File: src/hdl/hdb_pkg.sv
// Shared types, constants and helpers for the detector hit binning block.
`timescale 1ns / 1ps

package hdb_pkg;

  // Table geometry
  localparam int DET_DEPTH = 2048;
  localparam int DET_AW    = (DET_DEPTH > 1) ? $clog2(DET_DEPTH) : 1;
  localparam int DET_CW    = $clog2(DET_DEPTH + 1);

  // Field widths
  localparam int POS_W    = 24;
  localparam int ABS_W    = POS_W;
  localparam int SQ_W     = 2 * ABS_W;
  localparam int DIST_W   = SQ_W + 1;
  localparam int CNT_W    = 32;
  localparam int TIME_W   = 32;
  localparam int WEIGHT_W = 16;
  localparam int CODE_W   = 20;
  localparam int RADIUS_W = 16;
  localparam int R2_W     = 2 * RADIUS_W;
  localparam int NDET_W   = 12;
  localparam int CFG_W    = 16;

  localparam int SPECIES_DIV = 1000;

  // Command codes
  typedef enum logic [1:0] {
    OP_LOAD     = 2'd0,
    OP_BEGIN    = 2'd1,
    OP_PARTICLE = 2'd2,
    OP_READ     = 2'd3
  } op_t;

  // Configuration register indexes
  typedef enum logic {
    CFG_DETECTORS = 1'b0,
    CFG_RADIUS    = 1'b1
  } cfg_idx_t;

  // Particle species class
  typedef enum logic [2:0] {
    SP_NONE,
    SP_POSITRON,
    SP_ELECTRON,
    SP_NEUTRAL,
    SP_MUON_PLUS,
    SP_MUON_MINUS
  } species_t;

  // Sequencer states
  typedef enum logic [1:0] {
    ST_IDLE,
    ST_CLEAR,
    ST_WALK,
    ST_DRAIN
  } state_t;

  // Detector position entry
  typedef struct packed {
    logic signed [POS_W-1:0] x;
    logic signed [POS_W-1:0] y;
  } pos_rec_t;

  // Per-detector event record
  typedef struct packed {
    logic [CNT_W-1:0]  positron;
    logic [CNT_W-1:0]  electron;
    logic [CNT_W-1:0]  muon_plus;
    logic [CNT_W-1:0]  muon_minus;
    logic [TIME_W-1:0] min_time;
    logic              hit;
  } acc_rec_t;

  localparam acc_rec_t CLEAR_REC = '{
    positron:   '0,
    electron:   '0,
    muon_plus:  '0,
    muon_minus: '0,
    min_time:   '1,
    hit:        1'b0
  };

  // Walk issue toward the distance pipeline
  typedef struct packed {
    logic              valid;
    logic [DET_AW-1:0] addr;
  } dist_in_t;

  // Distance pipeline result
  typedef struct packed {
    logic              valid;
    logic [DET_AW-1:0] addr;
    logic              hit;
    logic              pending;
  } dist_out_t;

  // Species = code / 1000, decided by range compares
  function automatic species_t species_of(logic [CODE_W-1:0] code);
    species_t s;
    s = SP_NONE;
    if (code < CODE_W'(2 * SPECIES_DIV))      s = SP_NONE;
    else if (code < CODE_W'(3 * SPECIES_DIV)) s = SP_POSITRON;
    else if (code < CODE_W'(4 * SPECIES_DIV)) s = SP_ELECTRON;
    else if (code < CODE_W'(5 * SPECIES_DIV)) s = SP_NEUTRAL;
    else if (code < CODE_W'(6 * SPECIES_DIV)) s = SP_MUON_PLUS;
    else if (code < CODE_W'(7 * SPECIES_DIV)) s = SP_MUON_MINUS;
    return s;
  endfunction

endpackage

File: src/hdl/hdb_accum.sv
// Record update for one hit: saturating weight add and earliest-time keep.
`timescale 1ns / 1ps

module hdb_accum (
  input  hdb_pkg::acc_rec_t              rec_in,
  input  hdb_pkg::species_t              species,
  input  logic [hdb_pkg::WEIGHT_W-1:0]   weight,
  input  logic [hdb_pkg::TIME_W-1:0]     arrival,
  output hdb_pkg::acc_rec_t              rec_out
);

  logic [hdb_pkg::CNT_W:0]   sum_sel;
  logic [hdb_pkg::CNT_W-1:0] sel_cnt;
  logic [hdb_pkg::CNT_W-1:0] sat_cnt;

  // Pick the counter for this species
  always_comb begin
    case (species)
      hdb_pkg::SP_POSITRON:   sel_cnt = rec_in.positron;
      hdb_pkg::SP_ELECTRON:   sel_cnt = rec_in.electron;
      hdb_pkg::SP_MUON_PLUS:  sel_cnt = rec_in.muon_plus;
      hdb_pkg::SP_MUON_MINUS: sel_cnt = rec_in.muon_minus;
      default:                sel_cnt = '0;
    endcase
  end

  // Saturating add
  assign sum_sel = {1'b0, sel_cnt} + (hdb_pkg::CNT_W + 1)'(weight);
  assign sat_cnt = sum_sel[hdb_pkg::CNT_W] ? '1 : sum_sel[hdb_pkg::CNT_W-1:0];

  // Build the updated record
  always_comb begin
    rec_out     = rec_in;
    rec_out.hit = 1'b1;
    if (arrival < rec_in.min_time) begin
      rec_out.min_time = arrival;
    end
    case (species)
      hdb_pkg::SP_POSITRON:   rec_out.positron   = sat_cnt;
      hdb_pkg::SP_ELECTRON:   rec_out.electron   = sat_cnt;
      hdb_pkg::SP_MUON_PLUS:  rec_out.muon_plus  = sat_cnt;
      hdb_pkg::SP_MUON_MINUS: rec_out.muon_minus = sat_cnt;
      default:                ;
    endcase
  end

endmodule

File: config.mk
export PLATFORM = sky130hd
export DESIGN_NAME = hdb_accum
export DESIGN_NICKNAME = d
export VERILOG_FILES = /design/src/hdl/hdb_pkg.sv /design/src/hdl/hdb_accum.sv
export SDC_FILE = /design/constraint.sdc
export NUM_CORES = 1
export LEC_CHECK = 0
export ABC_AREA = 1
export BUFFER_PORTS_ARGS = -buffer_cell sky130_fd_sc_hd__buf_2
export CAP_MARGIN = 0
export CORE_AREA = 2 2 145 147
export DETAILED_ROUTE_END_ITERATION = 16
export DIE_AREA = 0 0 147 149
export PLACE_DENSITY = 0.57
export SLEW_MARGIN = 15
export SYNTH_ARGS = -nofsm -noshare
export SYNTH_HDL_FRONTEND = slang
export SYNTH_SLANG_ARGS = --single-unit
File: constraint.sdc
create_clock -name vclk -period 6.05
set_input_delay 0.605 -clock vclk [all_inputs]
set_output_delay 0.605 -clock vclk [all_outputs]
set_load 0.02 [all_outputs]
==> summary.txt <==
Run status
  • Status: finished clean

Pwr
  • Total chip power: 806 uW
  • Leakage: 4.79 nW
  • Switching part of the total: 66.9%
  • Clock power share: 0%
  • Int Pwr: 267 uW
  • Sequential fraction of design power: 0%
  • Power per cell area: 106 nW/um^2
  • Peak VDD IR: 0.0000617 V
  • Comb pwr share: 100.0%
  • Switching power: 539 uW

Synth
  • Cells after Synth: 1,133
  • Syn Nets: 1,393
  • Cell taking the most area after synthesis: nand2_1
  • Synth cell count leaders: nand2_1, inv_1, nand3_1
  • Netlist Area Pre-Place: 5610 sq um
  • Yosys top cell area share: 34.3%
  • Top-count cell post-synth: nand2_1
  • Top post-synthesis cells by area: nand2_1, ha_1, nand3_1, inv_1, nand4_1
  • Warnings from Yosys: 0
  • Library cells used by synthesis: 41
  • Sequential-to-total area share from yosys stat: 0%
  • Avg Cell Area, Syn: 4.95 sq um

Setup path
  • Worst EP required: 5440 ps
  • CP max stage cell: nand3_4
  • Startpoint types: input pin
  • Critical Path Max Stage Delay: 430 ps
  • Most frequent CP cell: nand2_1
  • Crit path kind: input pin to output pin
  • Critical Path AT: 4440 ps
  • CP Cell Sequence: buf_2 > inv_6 > nand3_4 > inv_2 > nand2_1 > nand4_1 > ha_1 > nand2_1 > nor2_1 > nand3_1 > nand2_1 > nand3_1 > nand2_1 > nand2_1 > inv_2 > nand3_4 > o21ai_1 > nand2_1 > o21ai_1 > buf_2
  • Crit path max fanout: 31
  • CP Capture Type: output pin

Cells and area
  • Final cell utilization of the core: 37.1%
  • FF/Latch Area: 0 sq um
  • Final instance area: 7630 sq um
  • Layout clock buffer count: 0
  • Layout Area Growth over Synthesis: 36.1%
  • Non-filler instance count after layout: 1,739
  • Fraction of layout cells with a size suffix above 1: 32.7%
  • Final #Nets: 1,723
  • Seq Cell Count: 0

STA
  • Min Hold Slack: 1530 ps
  • Setup TNS: 0 ps
  • Worst slew margin: 27.4%
  • Slew Viols, Final: 0
  • Fin worst setup slack: 1000 ps
  • Max Clk Rate: 198 MHz
  • RSZ-0062 raised after global routing: false
  • Min cycle time layout: 5050 ps
  • Actual slew at the worst max-slew pin: 1090 ps
  • Endpoints failing setup: 0
  • Final hold violations: 0
  • Final period util: 83.4%

Global route
  • Largest net degree at the start of global routing: 44
  • Overflow left after global routing: 0
  • Overall routing resource usage: 24.3%
  • Initial antenna violation count: 4
  • First-pass GRT wire length: 42.7 mm
  • Vias in the first global route: 7,933

Place
  • Hpwl dp: 23.7 mm
  • DP Worst Slack: 964 ps
  • Placed cell area: 7620 sq um
  • GPL Wtd Cong: 0.963
  • Inst Count DP: 1,736
  • I/O Buffers: 371

Floorplan
  • Die area: 21,900 sq um
  • I/O Pins: 373
  • Die H: 149 um
  • Row count: 53
  • Core area: 20,600 sq um
  • Initial core utilization: 27.3%
  • Die width: 147 um

Drt
  • WL final: 28.5 mm
  • Number of vias per cell: 4.83
  • 1st-iter DRT viols: 390
  • DR DRC count: 0
  • Vias: 8,403
  • Antenna-violating nets left: 0
  • WL/cell: 16.4 um
  • Pre-antenna DRT Iters: 5

Job
  • Max Cap Violations: 0

Worst hold path
  • Hold Path Class: input pin to output pin

Clock tree
  • Setup bufs post-CTS: 0
  • Post-CTS Resized: 0
  • Hold Buf Count CTS: 0
-- worst max-delay path: cells and delay by family --
kind	cells	cell delay (ps)
AOI/OAI and AO/OA	2	510
and+or+nand+nor	12	1850
adders and majority gates	1	400
buffers and inverters	5	1030
-- final cells by class --
class / count / area [sq um]
multi-input cells: 952 / 4830
repair buffers: 388 / 1980
inverters: 121 / 462
fillers: 2415 / 12900
well taps: 275 / 344
diodes: 3 / 7.51
-- worst paths after layout --
path                  startpoint            to  slack, ps  cells past startpoint
worst max-delay path  species[1]  rec_out[131]       1000                     20
worst min-delay path  rec_in[14]   rec_out[14]       1530                      4
-- layer usage --
metal / vias to the layer above / track usage [%] / wire length (um)
met5: - / 0 / 12
met4: 2 / 5.48 / 646
met3: 40 / 3.27 / 2140
met2: 371 / 45.6 / 14000
met1: 3662 / 29.4 / 11700
li1: 4328 / - / -
-- placed cells by master (no fill, tap or decap), types with 2 or more instances in the layout --
cell	n
inv_2	23
o21ai_1	41
nand2_2	8
o22ai_1	6
ha_1	47
nor2_2	3
or2_2	2
o21ai_0	18
diode_2	3
nand4_1	57
nand3_4	2
inv_1	96
xor2_1	9
o21ai_2	25
buf_2	371
nand3_1	81
a21oi_1	37
buf_4	17
o21a_1	2
nand2_1	512
nor2_1	65
nand3_2	21
-- cells by family after synthesis --
family	count (synthesis)	synth area share, %
and+or+nand+nor	759	59.3
adders and majority gates	48	10.8
buffers and inverters	181	14.1
xor gates and xnor gates	10	1.56
AOI/OAI and AO/OA	134	14.1
other	1	0.0669
-- power by group through the flow --
| stage | logic (mW) | clock network, mW | registers [mW] |
|---|---|---|---|
| 6_report | 0.806 | 0.0000000663 | 0 |
| 4_1_cts | 0.809 | 0 | 0 |
| 3_3_place_gp | 0.805 | 0 | 0 |
| 3_5_place_dp | 0.805 | 0 | 0 |
| 5_1_grt | 0.889 | 0.0000000663 | 0 |
| 2_1_floorplan | 0.511 | 0 | 0 |
(Power assumes the default switching activity.)
