[src/hdl/hdb_ram.sv]
// Generic simple dual-port RAM with registered read.
`timescale 1ns / 1ps

module hdb_ram #(
  parameter int WIDTH = 8,
  parameter int DEPTH = 16,
  parameter int AW    = (DEPTH > 1) ? $clog2(DEPTH) : 1
) (
  input  logic             clk,
  input  logic             we,
  input  logic [AW-1:0]    waddr,
  input  logic [WIDTH-1:0] wdata,
  input  logic [AW-1:0]    raddr,
  output logic [WIDTH-1:0] rdata
);

  logic [WIDTH-1:0] mem [DEPTH];

  // Write and registered read
  always_ff @(posedge clk) begin
    if (we) begin
      mem[waddr] <= wdata;
    end
    rdata <= mem[raddr];
  end

endmodule

[config.mk]
export PLATFORM = sky130hd
export DESIGN_NAME = hdb_ram
export DESIGN_NICKNAME = d
export VERILOG_FILES = /design/src/hdl/hdb_ram.sv
export SDC_FILE = /design/constraint.sdc
export NUM_CORES = 1
export LEC_CHECK = 0
export ABC_AREA = 1
export BUFFER_PORTS_ARGS = -buffer_cell sky130_fd_sc_hd__buf_2
export CORE_MARGIN = 2
export CORE_UTILIZATION = 30
export DETAILED_ROUTE_END_ITERATION = 6
export SETUP_SLACK_MARGIN = 0.1
export SLEW_MARGIN = 20
export SYNTH_ARGS = -nofsm -noshare
export SYNTH_HDL_FRONTEND = slang
export SYNTH_SLANG_ARGS = --single-unit
[constraint.sdc]
create_clock -name clk -period 1.75 [get_ports clk]
set_input_delay 0.525 -clock clk [delete_from_list [all_inputs] [get_ports clk]]
set_output_delay 0.525 -clock clk [all_outputs]
set_load 0.03 [all_outputs]
==> impl_metrics.tcl, run 1 <==
set metrics [dict create \
    outcome "complete, no violations" \
    grt_remaining_overflow 0 \
    grt_pass1_wl_um 20700 \
    wl_um 13500 \
    ys_ff_latch 136 \
    path_cells "buf_2" \
    pin_count 26 \
    critPathMaxFanout 1 \
    maxSlewHeadroom_pct 74.6 \
    drive_gt1_share_pct 14.1 \
    detail-route-antenna-nets 0 \
    power.share.sequential_pct 47.3 \
    syn-num-nets 569 \
    clkSinkCount 136 \
    critical_path.max_stage_delay_ns 0.38 \
    synthesis.area_um2 5770 \
    dr.pass1.iters 4 \
    clock_latency_ns 0.41 \
    startpoint_type "flip-flop" \
    p_sw_share_pct 20.9 \
    worst_path_dominant_cell_family "flip-flops" \
    layout.nets 620 \
    power_frac_clock_pct 46.0 \
    cts_hold_buf 0 \
    cpMaxStageDelayCell "dfxtp_1" \
    rows 50 \
    hold_class "input pin to flip-flop" \
    worst-path-buf-inv 1 \
    setup_viol 0 \
    drtIter0Drc 264 \
    yosysWarningCount 0 \
    cts_setup_buffers 0 \
    placeableCoreArea_um2 18800 \
    fmax_mhz 644 \
    min_period_ns 1.55 \
    hold_violations 0 \
    synthToLayoutAreaGrowth_pct 19.7 \
    htreeDepth 4 \
    combPwrFrac_pct 6.7 \
    ys_seq_area_share_pct 69.4 \
    drcViolationCount 0 \
    skew_ns 0.00850 \
    syn_area_per_cell_um2 10.5 \
    p_sw_uw 1620 \
    grt_pass1_vias 3573 \
    drv_cap 0 \
    final_common_cell "nand2_1" \
    worstSetupEndpointType "output port" \
    die_area_um2 20300 \
    final_max_slew_viol_count 0 \
    fin_ws_ns 0.196 \
    cts_tree "built" \
    critPathRequiredTime_ns 1.22 \
    ctsLongestPathBuffers 2 \
    grtUsageTotal_pct 14.1 \
    ctsResizeCount 0 \
    max_slew.worst_pin.slew_ns 0.380 \
    clock-root-buffer "clkbuf_16" \
    internal-power_uw 6140 \
    timing.final.crit_share_pct 88.8 \
    dp_hpwl_um 8610 \
    numCtsBuffers 17 \
    num_vias 3785 \
    syn_inst 551 \
    grt_max_degree 38 \
    die_w_um 143 \
    ff2ff_setup_slack_ns 0.68 \
    ir_worst_vdd_v 0.000644 \
    antennaDiodeCount 0 \
    power_uw 7760 \
    clk_pin_slew_ns 0.06 \
    final_cell_mix "nand2_1 (173), edfxtp_1 (128), inv_1 (100)" \
    portBuffers 25 \
    path_class "flip-flop to output port" \
    power.density_nw_per_um2 1120 \
    gp_congestion 0.826 \
    pre_cts_slack_ns 0.00871 \
    yosysUniqueCellTypes 12 \
    antenna_found_initial 0 \
    die_height_um 143 \
    hold_ws_ns 0.510 \
    viasPerCell 4.46 \
    leakagePower_uw 0.00299 \
    start_util_pct 30.7 \
    rsz0062_at_grt "false" \
    wl_per_cell_um 15.9 \
    arrival_ns 1.03 \
    fin_setup_tns_ns 0 \
]
-- final timing paths --
path | from | endpoint | cells after the start
min | raddr[2] | rdata[1] | 4
min reg2reg | mem[12][1] | rdata[1] | 6
max reg2reg | mem[1][7] | rdata[7] | 6
max | rdata[4] | rdata[4] | 1
-- state kept, by name, indices dropped and copies added (netlist names) --
| name | count |
|---|---|
| mem | 128 |
| rdata | 8 |
-- routing by layer --
metal	up-vias	routed length, µm	track usage (%)
li1	1876	-	-
met5	-	0	0
met4	0	263	5.11
met3	22	651	3.12
met2	73	6400	22.7
met1	1814	6200	18.7
-- cells by family (layout without fill, tap and decap cells) --
kind of cell / after synthesis / after routing / synth area share [%]
AND/OR/NAND/NOR: 289 / 289 / 21.0
buffers and inverters: 126 / 190 / 9.52
flip-flops: 136 / 136 / 69.4
-- Yosys cell counts (all sizes together) --
master | instances | area [µm²]
nand3b | 2 | 15.0
dfxtp | 8 | 160
buf | 24 | 166
edfxtp | 128 | 3840
nand3 | 97 | 485
nand2 | 173 | 649
nor2 | 17 | 63.8
inv | 102 | 383
-- layout make-up --
cell class | instances | area, µm²
Clock buffer | 23 | 478
Clock inverter | 9 | 123
Fill cell | 1849 | 11900
Inverter | 102 | 383
Multi-Input combinational cell | 289 | 1210
Sequential cell | 136 | 4000
Tap cell | 234 | 293
Timing Repair Buffer | 56 | 408
-- stage by stage --
stage          util, %  area [µm²]  std cells
2_1_floorplan        -        5770        551
3_3_place_gp      33.6        6300        817
3_5_place_dp      33.6        6300        817
4_1_cts           36.8        6900        849
5_1_grt           36.8        6900        849
6_report          36.8        6900        849
-- power by group through the flow --
stage | clock [µW] | combinational (µW) | sequential (µW)
after floorplan | 0 | 257 | 3770
after global placement | 0 | 515 | 3740
after detailed placement | 0 | 521 | 3740
after CTS | 3610 | 525 | 3670
after global routing | 3760 | 571 | 3680
final | 3570 | 517 | 3670
No activity file was read; power rests on OpenSTA's default activity.
==> inputs of run 2 (changes only) <==
==> constraint.sdc (replaced) <==
create_clock -name clk -period 1.7 [get_ports clk]
set_input_delay 0.51 -clock clk [delete_from_list [all_inputs] [get_ports clk]]
set_output_delay 0.51 -clock clk [all_outputs]
set_load 0.03 [all_outputs]
==> impl_metrics.tcl, run 2 (synthesis gave the netlist of run 1 again) <==
set metrics [dict create \
    clock-root-buffer "clkbuf_16" \
    setup_viol 0 \
    layout.nets 620 \
    drv_cap 0 \
    die_height_um 143 \
    fmax_mhz 653 \
    worst-path-buf-inv 1 \
    antennaDiodeCount 0 \
    critical_path.max_stage_delay_ns 0.38 \
    timing.final.crit_share_pct 90.0 \
    cts_setup_buffers 0 \
    placeableCoreArea_um2 18800 \
    path_cells "buf_2" \
    critPathMaxFanout 1 \
    worst_path_dominant_cell_family "flip-flops" \
    largest_reg_flops 128 \
    dr.pass1.iters 5 \
    drcViolationCount 0 \
    die_area_um2 20300 \
    final_max_slew_viol_count 0 \
    wl_per_cell_um 16.1 \
    ctsResizeCount 0 \
    nFillCells 1851 \
    startpoint_type "flip-flop" \
    ir_worst_vdd_v 0.000650 \
    grt_max_degree 38 \
    grt_pass1_wl_um 21500 \
    viasPerCell 4.53 \
    seq_area_um2 4000 \
    hold_class "input pin to flip-flop" \
    outcome "complete, no violations" \
    path_class "flip-flop to output port" \
    grtUsageTotal_pct 14.6 \
    numCtsBuffers 17 \
    htreeDepth 4 \
    final_cell_mix "nand2_1 (173), edfxtp_1 (128), inv_1 (100)" \
    die_w_um 143 \
    clkSinkCount 136 \
    clock_latency_ns 0.43 \
    final_util_pct 37.2 \
    skew_ns 0.0107 \
    cts_hold_buf 0 \
    pin_count 26 \
    dp_hpwl_um 8740 \
    multi_input_area_um2 1210 \
    antenna_found_initial 0 \
    power_uw 8240 \
    gp_congestion 0.824 \
    min_period_ns 1.53 \
    max_slew.worst_pin.slew_ns 0.426 \
    start_util_pct 30.7 \
    worstSetupEndpointType "output port" \
    hold_violations 0 \
    rows 50 \
    regMostFlops "mem" \
    num_vias 3844 \
    ctsLongestPathBuffers 2 \
    drtIter0Drc 354 \
    maxSlewHeadroom_pct 71.6 \
    pre_cts_slack_ns 0.138 \
    leakagePower_uw 0.00302 \
    reg_top3 "mem x128, rdata x8" \
    clk_pin_slew_ns 0.06 \
    synthToLayoutAreaGrowth_pct 21.1 \
    power.density_nw_per_um2 1180 \
    drive_gt1_share_pct 14.5 \
    hold_ws_ns 0.485 \
    fin_setup_tns_ns 0 \
    grt_remaining_overflow 0 \
    final_common_cell "nand2_1" \
    detail-route-antenna-nets 0 \
    portBuffers 25 \
    grt_pass1_vias 3801 \
    arrival_ns 1.02 \
    critPathRequiredTime_ns 1.19 \
    cpMaxStageDelayCell "dfxtp_1" \
    fin_ws_ns 0.170 \
    wl_um 13700 \
    cts_tree "built" \
    rsz0062_at_grt "false" \
]
run 2: cell count changes in the layout (fill, tap and decap cells not counted):
cell        change
bufinv_16       +2
clkbuf_8        -3
buf_4           -4
clkinv_1        +1
buf_12          +4
clkinv_2        +1
clkinvlp_4      +1
clkinv_4        +1
clkbuf_1        -3
run 2: worst register-to-register path: stages (launching register included):
cell and delay [ns]:
edfxtp_1 0.37, inv_1 0.06, nand2_1 0.04, nand3_1 0.11
nand3_1 0.12, nand3_1 0.12, nand2_1 0.10
run 2: layer usage:
layer	part of all wire (%)	vias to the layer above	track usage, %
met4	2.7	0	6.88
met1	45	1829	18.4
met3	5.4	27	4.39
met2	47	110	23.1
li1	-	1878	-
met5	0	-	0
run 2: path summary, 6_finish.rpt:
| path | startpoint | endpoint | slack, ns | cells after the start |
|---|---|---|---|---|
| worst min register to register | mem[12][2] | rdata[2] | 0.65 | 6 |
| worst min-delay path | raddr[2] | rdata[7] | 0.48 | 4 |
| worst max register to register | mem[1][3] | rdata[3] | 0.66 | 6 |
| worst max-delay path | rdata[1] | rdata[1] | 0.17 | 1 |
run 2: through the flow:
| stage | instances | cell area, µm² |
|---|---|---|
| after global placement | 817 | 6350 |
| after detailed placement | 817 | 6350 |
| final | 849 | 6980 |
| after CTS | 849 | 6980 |
| after floorplan | 551 | 5770 |
| after global routing | 849 | 6980 |
run 2: power by group:
group / switching [µW] / leakage [µW] / internal (µW)
sequential: 26.7 / 0.00122 / 3750
combinational: 373 / 0.00149 / 170
clock: 1350 / 0.000310 / 2580
run 2: layout make-up:
cell class	count	area share, %
Multi-Input combinational cell	289	17.4
Timing Repair Buffer	56	6.56
Tap cell	234	4.19
Clock buffer	17	6.09
Sequential cell	136	57.3
Clock inverter	15	2.97
Inverter	102	5.48
