<file path="src/hdl/hdb_pkg.sv">
// Shared types, constants and helpers for the detector hit binning block.
`timescale 1ns / 1ps

package hdb_pkg;

  // Table geometry
  localparam int DET_DEPTH = 2048;
  localparam int DET_AW    = (DET_DEPTH > 1) ? $clog2(DET_DEPTH) : 1;
  localparam int DET_CW    = $clog2(DET_DEPTH + 1);

  // Field widths
  localparam int POS_W    = 24;
  localparam int ABS_W    = POS_W;
  localparam int SQ_W     = 2 * ABS_W;
  localparam int DIST_W   = SQ_W + 1;
  localparam int CNT_W    = 32;
  localparam int TIME_W   = 32;
  localparam int WEIGHT_W = 16;
  localparam int CODE_W   = 20;
  localparam int RADIUS_W = 16;
  localparam int R2_W     = 2 * RADIUS_W;
  localparam int NDET_W   = 12;
  localparam int CFG_W    = 16;

  localparam int SPECIES_DIV = 1000;

  // Command codes
  typedef enum logic [1:0] {
    OP_LOAD     = 2'd0,
    OP_BEGIN    = 2'd1,
    OP_PARTICLE = 2'd2,
    OP_READ     = 2'd3
  } op_t;

  // Configuration register indexes
  typedef enum logic {
    CFG_DETECTORS = 1'b0,
    CFG_RADIUS    = 1'b1
  } cfg_idx_t;

  // Particle species class
  typedef enum logic [2:0] {
    SP_NONE,
    SP_POSITRON,
    SP_ELECTRON,
    SP_NEUTRAL,
    SP_MUON_PLUS,
    SP_MUON_MINUS
  } species_t;

  // Sequencer states
  typedef enum logic [1:0] {
    ST_IDLE,
    ST_CLEAR,
    ST_WALK,
    ST_DRAIN
  } state_t;

  // Detector position entry
  typedef struct packed {
    logic signed [POS_W-1:0] x;
    logic signed [POS_W-1:0] y;
  } pos_rec_t;

  // Per-detector event record
  typedef struct packed {
    logic [CNT_W-1:0]  positron;
    logic [CNT_W-1:0]  electron;
    logic [CNT_W-1:0]  muon_plus;
    logic [CNT_W-1:0]  muon_minus;
    logic [TIME_W-1:0] min_time;
    logic              hit;
  } acc_rec_t;

  localparam acc_rec_t CLEAR_REC = '{
    positron:   '0,
    electron:   '0,
    muon_plus:  '0,
    muon_minus: '0,
    min_time:   '1,
    hit:        1'b0
  };

  // Walk issue toward the distance pipeline
  typedef struct packed {
    logic              valid;
    logic [DET_AW-1:0] addr;
  } dist_in_t;

  // Distance pipeline result
  typedef struct packed {
    logic              valid;
    logic [DET_AW-1:0] addr;
    logic              hit;
    logic              pending;
  } dist_out_t;

  // Species = code / 1000, decided by range compares
  function automatic species_t species_of(logic [CODE_W-1:0] code);
    species_t s;
    s = SP_NONE;
    if (code < CODE_W'(2 * SPECIES_DIV))      s = SP_NONE;
    else if (code < CODE_W'(3 * SPECIES_DIV)) s = SP_POSITRON;
    else if (code < CODE_W'(4 * SPECIES_DIV)) s = SP_ELECTRON;
    else if (code < CODE_W'(5 * SPECIES_DIV)) s = SP_NEUTRAL;
    else if (code < CODE_W'(6 * SPECIES_DIV)) s = SP_MUON_PLUS;
    else if (code < CODE_W'(7 * SPECIES_DIV)) s = SP_MUON_MINUS;
    return s;
  endfunction

endpackage

</file>
<file path="src/hdl/hdb_dist.sv">
// Three-stage squared-distance pipeline: abs difference, square, compare.
`timescale 1ns / 1ps

module hdb_dist (
  input  logic                           clk,
  input  logic                           rst,
  input  hdb_pkg::dist_in_t              issue,
  input  hdb_pkg::pos_rec_t              det_pos,
  input  logic signed [hdb_pkg::POS_W-1:0] part_x,
  input  logic signed [hdb_pkg::POS_W-1:0] part_y,
  input  logic [hdb_pkg::R2_W-1:0]       radius_sq,
  output hdb_pkg::dist_out_t             result
);

  logic                          s1_valid, s2_valid, s3_valid;
  logic [hdb_pkg::DET_AW-1:0]    s1_addr, s2_addr, s3_addr;
  logic [hdb_pkg::ABS_W-1:0]     abs_x, abs_y;
  logic [hdb_pkg::SQ_W-1:0]      sq_x, sq_y;
  logic                          s3_hit;
  logic signed [hdb_pkg::POS_W:0] diff_x, diff_y;
  logic [hdb_pkg::DIST_W-1:0]    dist_sq;

  // Signed differences, one bit wider than the coordinates
  assign diff_x = {part_x[hdb_pkg::POS_W-1], part_x} - {det_pos.x[hdb_pkg::POS_W-1], det_pos.x};
  assign diff_y = {part_y[hdb_pkg::POS_W-1], part_y} - {det_pos.y[hdb_pkg::POS_W-1], det_pos.y};
  assign dist_sq = hdb_pkg::DIST_W'(sq_x) + hdb_pkg::DIST_W'(sq_y);

  // Valid chain
  always_ff @(posedge clk) begin
    if (rst) begin
      s1_valid <= 1'b0;
      s2_valid <= 1'b0;
      s3_valid <= 1'b0;
    end else begin
      s1_valid <= issue.valid;
      s2_valid <= s1_valid;
      s3_valid <= s2_valid;
    end
  end

  // Stage 1: magnitudes of the differences
  always_ff @(posedge clk) begin
    s1_addr <= issue.addr;
    abs_x   <= hdb_pkg::ABS_W'(diff_x[hdb_pkg::POS_W] ? -diff_x : diff_x);
    abs_y   <= hdb_pkg::ABS_W'(diff_y[hdb_pkg::POS_W] ? -diff_y : diff_y);
  end

  // Stage 2: squares
  always_ff @(posedge clk) begin
    s2_addr <= s1_addr;
    sq_x    <= hdb_pkg::SQ_W'(abs_x) * hdb_pkg::SQ_W'(abs_x);
    sq_y    <= hdb_pkg::SQ_W'(abs_y) * hdb_pkg::SQ_W'(abs_y);
  end

  // Stage 3: compare against radius squared
  always_ff @(posedge clk) begin
    s3_addr <= s2_addr;
    s3_hit  <= (dist_sq <= hdb_pkg::DIST_W'(radius_sq));
  end

  assign result.valid   = s3_valid;
  assign result.addr    = s3_addr;
  assign result.hit     = s3_hit;
  assign result.pending = issue.valid | s1_valid | s2_valid | s3_valid;

endmodule

</file>
<file path="config.mk">
export PLATFORM = sky130hd
export DESIGN_NAME = hdb_dist
export DESIGN_NICKNAME = d
export VERILOG_FILES = /design/src/hdl/hdb_pkg.sv /design/src/hdl/hdb_dist.sv
export SDC_FILE = /design/constraint.sdc
export NUM_CORES = 2
export LEC_CHECK = 0
export BUFFER_PORTS_ARGS = -buffer_cell sky130_fd_sc_hd__buf_2
export CORE_MARGIN = 2
export CORE_UTILIZATION = 35
export CTS_BUF_LIST = sky130_fd_sc_hd__clkbuf_8
export DETAILED_ROUTE_END_ITERATION = 10
export PLACE_DENSITY_LB_ADDON = 0.2
export SLEW_MARGIN = 20
export SYNTH_ARGS = -nofsm -noshare
export SYNTH_HDL_FRONTEND = slang
export SYNTH_SLANG_ARGS = --single-unit
</file>
<file path="constraint.sdc">
create_clock -name clk -period 12.1 [get_ports clk]
set_clock_uncertainty 0.15 [all_clocks]
set_input_delay 0 -clock clk [delete_from_list [all_inputs] [get_ports clk]]
set_output_delay 0 -clock clk [all_outputs]
set_load 0.05 [all_outputs]
</file>
==> out/summary.log <==
qor: status.outcome completed
qor: global_route.number_of_global_route_vias_before_repair 33900
qor: clock_network.cts_sinks 179
qor: critical_path.cp_data_arrival_time 8.65 ns
qor: logic_synthesis.synth_top_cell_by_area sky130_fd_sc_hd__fa_1
qor: floorplan.die-area 126000 sq um
qor: critical_path.crit_path_category flip-flop to flip-flop
qor: clock_network.ctsHtreeMaxLevel 4
qor: placed_design.numPortBuffers 155
qor: route.via_count 31400
qor: logic_synthesis.syn_area 43200 sq um
qor: finish.final_nets 6550
qor: sta.max_freq 0.121 GHz
qor: route.drt-vias-per-instance 4.67
qor: logic_synthesis.ys_top_cells_by_area sky130_fd_sc_hd__fa_1 (39%), sky130_fd_sc_hd__ha_1 (14%), sky130_fd_sc_hd__inv_1 (11%)
qor: route.route.antenna.remaining_nets 0
qor: critical_path.worst_ep_required_time 12.47 ns
qor: sta.post-route-min-period 8.28 ns
qor: global_route.global_route.overflow_total 0
qor: sta.max-slew-margin-rel 22.6%
qor: critical_path.timing.critical_path.from_type flip-flop
qor: critical_path.critPathMaxStageDelay 1.02 ns
qor: clock_network.postCtsSetupRepairBufs 0
qor: critical_path.cp_max_fo 25
qor: global_route.grt_use_total 17.1%
qor: clock_network.cts.path.max_buffers 2
qor: logic_synthesis.synth_flop_cell sky130_fd_sc_hd__dfxtp_1
qor: route.firstDrtPassIters 5
qor: logic_synthesis.synth_most_common_cell sky130_fd_sc_hd__inv_1
qor: floorplan.die_height 355 um
qor: critical_path.rrSetupSlack 3.82 ns
qor: logic_synthesis.synth_edf_count 0
qor: global_route.grt_antenna_before_repair 3
qor: floorplan.std_cell_rows 128
qor: job.number_of_maximum_capacitance_violations 0
qor: logic_synthesis.yosysSeqAreaShare 8.30%
qor: route.avgRoutedWirePerCell 15.3 um
qor: placed_design.dp.final_hpwl 84500 um
qor: worst_hold_path.timing.hold.worst.class primary input to flip-flop
qor: finish.fin_cells 6716
qor: floorplan.fp.coreArea 122000 sq um
qor: route.detailed_router_s_first_iteration_violation_count 1284
qor: placed_design.gp_congestion 0.860
qor: clock_network.cts_tree yes
qor: logic_synthesis.synthesis.instances 4834
qor: sta.final.period_utilization 68.4%
qor: sta.setup_repair_after_global_routing_missed_its_margin false
qor: logic_synthesis.mapped_nets 6309
qor: critical_path.critical_path.slowest_cell sky130_fd_sc_hd__dfxtp_1
qor: critical_path.critPathBufInv 6
qor: logic_synthesis.synth_top_area_share 39.2%
qor: clock_network.clock_tree.root_cell sky130_fd_sc_hd__clkbuf_8
qor: sta.sum_neg_setup_slack 0 ns
qor: floorplan.start_util 35.4%
qor: critical_path.endpoint_kind flip-flop
qor: placed_design.post-place-cells 6524
qor: logic_synthesis.async_reset_ff_share 0%
qor: clock_network.number_of_clock_buffers_inserted_by_tritoncts 17
qor: global_route.pin_count_of_the_biggest_net_entering_global_routing 26
qor: global_route.global_route_wire_length_before_repair 173000 um
qor: logic_synthesis.ys_seq_elements 179
qor: logic_synthesis.synth.top_cells.by_count sky130_fd_sc_hd__inv_1 (1292), sky130_fd_sc_hd__fa_1 (845), sky130_fd_sc_hd__ha_1 (488)
qor: sta.finalHoldViolCount 0
qor: clock_network.cts-resized-gates 0
qor: finish.area.growth.synth_to_final 10.6%
qor: route.drc_violation_count_after_routing 0
qor: sta.finalMaxSlewViolations 0
qor: floorplan.total_i_o_pin_count 156
qor: logic_synthesis.synthesis.area_per_instance 8.93 sq um
qor: route.route.final.wire_length 103000 um
qor: clock_network.post_cts_hold_buffer_count 157
qor: logic_synthesis.synthesis.yosys.warnings 0
qor: floorplan.fp.dieW 355 um
qor: critical_path.top_cell_by_count_worst_path sky130_fd_sc_hd__fa_1
qor: sta.setup_viol_count_final 0
qor: clock_network.clock_latency_of_the_later_clocked_register_in_the_worst_skew_pair 0.59 ns
qor: sta.worst_margin_slew 1.15 ns
qor: clock_network.worst_setup_hold_path_clk_slew 0.11 ns
qor: logic_synthesis.synth_cell_type_count 89
qor: finish.ratio_of_cells_with_drive_above_1_in_the_final_layout 5.50%
qor: critical_path.path_delay_family adder cells
[cell usage in the layout, fill, tap and decap left out, types with 90 or more instances in the layout]
master,count
sky130_fd_sc_hd__nor2_1,160
sky130_fd_sc_hd__buf_2,155
sky130_fd_sc_hd__nand2_1,412
sky130_fd_sc_hd__a21oi_1,200
sky130_fd_sc_hd__and2_1,234
sky130_fd_sc_hd__inv_1,1294
sky130_fd_sc_hd__fa_1,845
sky130_fd_sc_hd__a21o_1,90
sky130_fd_sc_hd__ha_1,488
sky130_fd_sc_hd__xnor2_1,135
sky130_fd_sc_hd__dfxtp_1,173
sky130_fd_sc_hd__o21ai_0,95
sky130_fd_sc_hd__dlygate4sd3_1,157
[cell families after synthesis]
group	share of synthesized area (%)
adders and majority gates	53.3
and+or+nand+nor	12.2
buffers and inverters	12.4
AOI/OAI and AO/OA	9.08
muxes	0.342
xor gates and xnor gates	4.34
DFF	8.30
[registers in the layout, summed over array words and instances, names as in the netlist]
register,flops
sq_x,47
s1_valid,1
s3_addr,11
abs_y,24
s3_valid,1
s3_hit,1
s1_addr,11
sq_y,47
s2_addr,11
abs_x,24
s2_valid,1
[stage by stage]
step | utilization, % | area, sq um | worst slack, ns | hold slack [ns]
2_1_floorplan | - | 43200 | 4.88 | -0.122
3_3_place_gp | 37.5 | 45800 | 3.83 | -0.0430
3_5_place_dp | 37.5 | 45800 | 3.74 | -0.0460
4_1_cts | 39.1 | 47700 | 3.71 | 0.00152
5_1_grt | 39.1 | 47700 | 3.35 | 0.0802
6_report | 39.1 | 47700 | 3.82 | 0.0919
[routing by layer]
layer	part of all wire, %	track usage (%)	vias up
li1	-	-	15200
met1	45	22.3	15700
met2	50	30.3	388
met3	3.2	2.05	73
met4	1.4	3.61	0
met5	0	0	-
[area by class of cell]
| type | count | area (sq um) |
|---|---|---|
| well taps | 1625 | 2030 |
| clock buffers | 19 | 262 |
| multi-input cells | 3234 | 34200 |
| diodes | 3 | 7.51 |
| clock inverters | 13 | 136 |
| inverters | 1292 | 4850 |
| flip-flops and latches | 179 | 3590 |
| fillers | 12600 | 74300 |
| repair buffers | 351 | 2640 |
[path summary, 6_finish.rpt]
path | cells after the start | startpoint | end
worst max register to register | 26 | abs_x[0] | sq_x[45]
worst max-delay path | 26 | abs_x[0] | sq_x[45]
worst min-delay path | 6 | det_pos[35] | abs_x[12]
worst min register to register | 0 | s2_addr[0] | s3_addr[0]
[worst register-to-register path: stages (launching register included)]
cell and delay (ns):
sky130_fd_sc_hd__dfxtp_1 1.02, sky130_fd_sc_hd__and2_1 0.27, sky130_fd_sc_hd__inv_1 0.06, sky130_fd_sc_hd__fa_1 0.50, sky130_fd_sc_hd__inv_1 0.06, sky130_fd_sc_hd__fa_1 0.53, sky130_fd_sc_hd__inv_1 0.05, sky130_fd_sc_hd__fa_1 0.49
sky130_fd_sc_hd__fa_1 0.53, sky130_fd_sc_hd__inv_1 0.06, sky130_fd_sc_hd__fa_1 0.50, sky130_fd_sc_hd__fa_1 0.50, sky130_fd_sc_hd__inv_1 0.05, sky130_fd_sc_hd__fa_1 0.47, sky130_fd_sc_hd__inv_1 0.04, sky130_fd_sc_hd__ha_1 0.33
sky130_fd_sc_hd__a21o_1 0.18, sky130_fd_sc_hd__a21o_1 0.18, sky130_fd_sc_hd__a21o_1 0.19, sky130_fd_sc_hd__a21oi_1 0.22, sky130_fd_sc_hd__nand3b_1 0.10, sky130_fd_sc_hd__o211ai_1 0.46, sky130_fd_sc_hd__a21oi_1 0.20, sky130_fd_sc_hd__o22ai_1 0.34
sky130_fd_sc_hd__o21ai_0 0.21, sky130_fd_sc_hd__a221oi_1 0.35, sky130_fd_sc_hd__xnor2_1 0.15
Power is not shown: default switching activity piles up to over one toggle a cycle in this logic, so the estimate is an artifact.
